===== config.mk =====
export PLATFORM = sky130hd
export DESIGN_NAME = mm3_cell
export DESIGN_NICKNAME = d
export VERILOG_FILES = /design/src/hdl/mm3_pkg.sv /design/src/hdl/mm3_cell.sv
export SDC_FILE = /design/constraint.sdc
export NUM_CORES = 2
export LEC_CHECK = 0
export ABC_CLOCK_PERIOD_IN_PS = 8600
export BUFFER_PORTS_ARGS = -buffer_cell sky130_fd_sc_hd__clkbuf_2
export CAP_MARGIN = 0
export CORE_MARGIN = 1
export CORE_UTILIZATION = 35
export CTS_BUF_LIST = sky130_fd_sc_hd__clkbuf_4 sky130_fd_sc_hd__clkbuf_8
export DETAILED_ROUTE_END_ITERATION = 12
export PLACE_DENSITY_LB_ADDON = 0.05
export SETUP_SLACK_MARGIN = 0.02
export SLEW_MARGIN = 20
export SYNTH_ARGS = -nofsm -noshare
export SYNTH_HDL_FRONTEND = slang
export SYNTH_SLANG_ARGS = --single-unit

===== constraint.sdc =====
create_clock -name clk -period 8.6 [get_ports clk]
set_input_delay 0.43 -clock clk [delete_from_list [all_inputs] [get_ports clk]]
set_output_delay 0.43 -clock clk [all_outputs]
set_load 0.01 [all_outputs]

===== src/hdl/mm3_pkg.sv =====
// Shared types and codes for the 3x3 fixed-point matrix multiplier.
package mm3_pkg;

  typedef enum logic [1:0] {
    OP_LOAD_A   = 2'd0,
    OP_LOAD_B   = 2'd1,
    OP_MULTIPLY = 2'd2
  } op_t;

  typedef enum logic [1:0] {
    ST_IDLE,
    ST_ISSUE,
    ST_DRAIN
  } state_t;

  typedef struct packed {
    op_t                op;
    logic [3:0]         element_index;
    logic signed [31:0] element_value;
  } cmd_t;

  typedef struct packed {
    logic [3:0]         product_index;
    logic signed [31:0] product_value;
    logic               last_result;
  } prod_t;

  // Control that travels with each dot product down the chain.
  typedef struct packed {
    logic       valid;
    logic       last;
    logic [3:0] index;
  } tag_t;

endpackage


===== src/hdl/mm3_cell.sv =====
// One chain cell: holds column k of A and row k of B, adds its product term.
module mm3_cell #(
  parameter int DIM   = 3,
  parameter int K     = 0,
  parameter int SUM_W = 66,
  localparam int RC_W = $clog2(DIM)
) (
  input  logic                    clk,
  input  logic                    rst,
  input  logic                    advance,
  input  logic                    load,
  input  mm3_pkg::cmd_t           cmd,
  input  mm3_pkg::tag_t           tag_in,
  input  logic [RC_W-1:0]         row_in,
  input  logic [RC_W-1:0]         col_in,
  input  logic signed [SUM_W-1:0] sum_in,
  output mm3_pkg::tag_t           tag_out,
  output logic [RC_W-1:0]         row_out,
  output logic [RC_W-1:0]         col_out,
  output logic signed [SUM_W-1:0] sum_out
);

  // a_col[r] = A[K*DIM + r], b_row[c] = B[c*DIM + K]
  logic signed [31:0] a_col [DIM];
  logic signed [31:0] b_row [DIM];

  mm3_pkg::tag_t           tag1;
  logic [RC_W-1:0]         row1;
  logic [RC_W-1:0]         col1;
  logic signed [SUM_W-1:0] sum1;
  logic signed [63:0]      prod1;
  logic signed [63:0]      prod_next;

  assign prod_next = 64'(a_col[row_in]) * 64'(b_row[col_in]);

  always_ff @(posedge clk) begin
    if (rst) begin
      for (int j = 0; j < DIM; j++) begin
        a_col[j] <= '0;
        b_row[j] <= '0;
      end
    end else if (load) begin
      for (int j = 0; j < DIM; j++) begin
        if (cmd.op == mm3_pkg::OP_LOAD_A && int'(cmd.element_index) == K*DIM + j) begin
          a_col[j] <= cmd.element_value;
        end
        if (cmd.op == mm3_pkg::OP_LOAD_B && int'(cmd.element_index) == j*DIM + K) begin
          b_row[j] <= cmd.element_value;
        end
      end
    end
  end

  always_ff @(posedge clk) begin
    if (rst) begin
      tag1    <= '0;
      tag_out <= '0;
    end else if (advance) begin
      tag1    <= tag_in;
      tag_out <= tag1;
    end
  end

  always_ff @(posedge clk) begin
    if (advance) begin
      row1    <= row_in;
      col1    <= col_in;
      sum1    <= sum_in;
      prod1   <= prod_next;
      row_out <= row1;
      col_out <= col1;
      sum_out <= sum1 + SUM_W'(prod1);
    end
  end

endmodule


==> impl_metrics.yaml <==
outcome:
  outcome: "completed"
clock_network:
  worstSkewPairLatency_ps: 810
  htreeDepth: 3
  cts_buffers: 80
  cts_sinks: 408
  cts.clk_slew.worst_paths_ps: 60
  cts_tree: "yes"
  root_buffer: "clkbuf_8"
  clockBufferDepth: 3
critical_path:
  rrSetupSlack_ps: 360
  critPathMaxStageDelay_ps: 570
  cp.required_ps: 9160
  crit_fanout: 10
  critPathLaunchType: "primary input"
  critPathLaunch: "row_in[0]"
  r2r_start: "b_row[1][7]$_DFFE_PP_"
  crit_arrival_ps: 8910
  r2r_end: "prod1[55]$_DFFE_PP_"
  critPathSlowestCell: "fa_1"
  cp_common_cell: "fa_1"
  rr_worst_depth: 33
  critical_path_class: "primary input to flop"
  endpoint_kind: "flop"
layout:
  layout.nets: 7442
  drive_above_1_share_pct: 17.5
  syn_to_final_growth_pct: 21.9
placed_design:
  io_buffers: 193
  hpwl_um: 151000
  gp_congestion: 0.917
timing:
  holdWs_ps: 85.3
  setup_violations: 0
  fin_crit_sh_pct: 97.1
  rsz0062_at_grt: "true"
  period_needed_ps: 8350
  slew_headroom_pct: 42.0
  finalClockSkew_ps: 80.4
  hold_violations: 0
  fmax_mhz: 120
  final-max-slew-violation-count: 0
  worstMarginPinSlew_ps: 870
routing:
  routed_wl_um: 178000
  num_vias: 39000
  wl_per_cell_um: 22.1
  drtIter0Drc: 2402
  routed_via_density: 4.83
  first_pass_iters: 6
  ant_nets: 0
  drc_errors: 0
min_path:
  hold_class: "primary input to flop"
  min_path_cells: 2
  worstHoldStart: "cmd[15]"
  hold_path_end: "b_row[1][15]$_DFFE_PP_"
job:
  maxCapViolations: 0
synth:
  syn-num-nets: 6676
  async_reset_ff_share_pct: 0
  synth_edf_count: 396
  syn_inst: 5226
  synth_area_sq_um: 53300
  synth-seq-cells: 408
  ys_seq_area_share_pct: 22.8
  ys.flop_type: "edfxtp_1"
  synthDistinctLibCells: 77
  syn_avg_cell_area_sq_um: 10.2
  yosys_warnings: 0
floorplanning:
  coreArea_sq_um: 150000
  dieArea_sq_um: 154000
  rows: 142
  start_util_pct: 35.4
  num_io_pins: 194
  die_x_um: 392
  die_y_um: 392
global_route:
  grt_pass1_wl_um: 270000
  grt_usage_pct: 24.0
  grt_max_degree: 66
  antenna_found_initial: 6
  first_global_vias: 42000
  grt_overflow: 0
==> flip-flops by register name, summed over array words and instances, names as in the netlist <==
signal   flops
col_out      2
tag_out      6
row1         2
col1         2
row_out      2
a_col       96
sum1        66
sum_out     66
prod1       64
tag1         6
b_row       96
==> what timing repair did <==
item,in CTS,in global routing
resized for setup,0,100
setup endpoints to repair,0,17
hold buffers,103,0
setup buffers,0,7
hold endpoints to repair,191,0
==> synth_stat cells, drive strengths merged, types with 45 or more instances <==
library cell  number  area share (%)
o21a              70            0.99
clkbuf           201             1.4
o21ai            133             1.3
fa              1083              41
nor2             606             4.3
a21oi            131             1.2
ha               249             5.8
a21o              75             1.1
nand2            623             4.4
mux2i             76             1.4
xnor2             92             1.5
edfxtp           396              22
xor2              45            0.75
and2              77            0.90
inv             1040             7.3
==> final cells by class <==
| cell class | instances | area [sq um] |
|---|---|---|
| Antenna cell | 2 | 5.00 |
| Multi-Input combinational cell | 3541 | 36800 |
| Tap cell | 2016 | 2520 |
| Sequential cell | 408 | 12100 |
| Inverter | 1040 | 3900 |
| Clock buffer | 110 | 1340 |
| Clock inverter | 31 | 241 |
| Timing Repair Buffer | 921 | 8040 |
| Fill cell | 14700 | 85500 |
==> metal layers <==
layer / vias up / track usage (%) / wire length, um
li1: 17700 / - / -
met1: 20100 / 34.7 / 85000
met2: 1058 / 37.6 / 79100
met3: 198 / 3.18 / 9510
met4: 0 / 6.29 / 4730
met5: - / 0 / 0
==> worst max-delay path, delay by kind of cell <==
kind | cells | cell delay (ps)
and+or+nand+nor | 5 | 770
xor gates and xnor gates | 1 | 90
muxes | 1 | 150
AOI/OAI and AO/OA | 6 | 1060
adders and majority gates | 9 | 4430
buffers and inverters | 11 | 1920
==> per-stage QoR <==
| stage | area, sq um | utilization [%] | cells | setup TNS [ps] | setup WS (ps) |
|---|---|---|---|---|---|
| finish | 64900 | 43.2 | 8069 | 0 | 246 |
| detailed placement | 61900 | 41.1 | 7815 | -3730 | -364 |
| global placement | 61900 | 41.1 | 7815 | -4150 | -369 |
| floorplan | 53300 | - | 5226 | -41.5 | -41.5 |
| global route | 64900 | 43.2 | 8068 | -4.16 | -3.42 |
| CTS | 64500 | 42.8 | 8059 | 0 | 67.4 |
==> worst max path at each step <==
stage / to / slack, ps
CTS: prod1[56]$_DFFE_PP_ / 70
global placement: prod1[63]$_DFFE_PP_ / -370
finish: prod1[62]$_DFFE_PP_ / 250
detailed placement: prod1[56]$_DFFE_PP_ / -360
floorplan: prod1[60]$_DFFE_PP_ / -40
global route: prod1[61]$_DFFE_PP_ / -3
==> placed cells by master, fill, tap and decap left out, types with 45 or more instances in the layout <==
cell type,count
a21oi_1,120
inv_1,1037
o21ai_0,69
dlygate4sd3_1,103
a21o_1,75
clkbuf_8,82
xnor2_1,92
mux2i_1,61
ha_1,246
edfxtp_1,396
nor2_1,602
and2_1,77
nand2_1,620
o21ai_1,45
o21a_1,66
fa_1,1071
clkbuf_2,189
buf_12,103
buf_4,516
==> cells by family (layout without fill, tap and decap cells) <==
logic type	count (synthesis)	in the layout	synth area share [%]
XOR/XNOR	137	137	2.27
flip-flops	408	408	22.8
AO/OA/AOI/OAI	542	542	6.68
adder cells (fa/ha/maj)	1332	1332	46.5
other	0	2	0
AND/OR/NAND/NOR	1454	1454	11.3
multiplexers	76	76	1.43
buffers and inverters	1277	2102	9.01
Power is left out: the tool's default activity adds up to more than one toggle a clock period on the data nets, which glitch-free logic cannot reach.
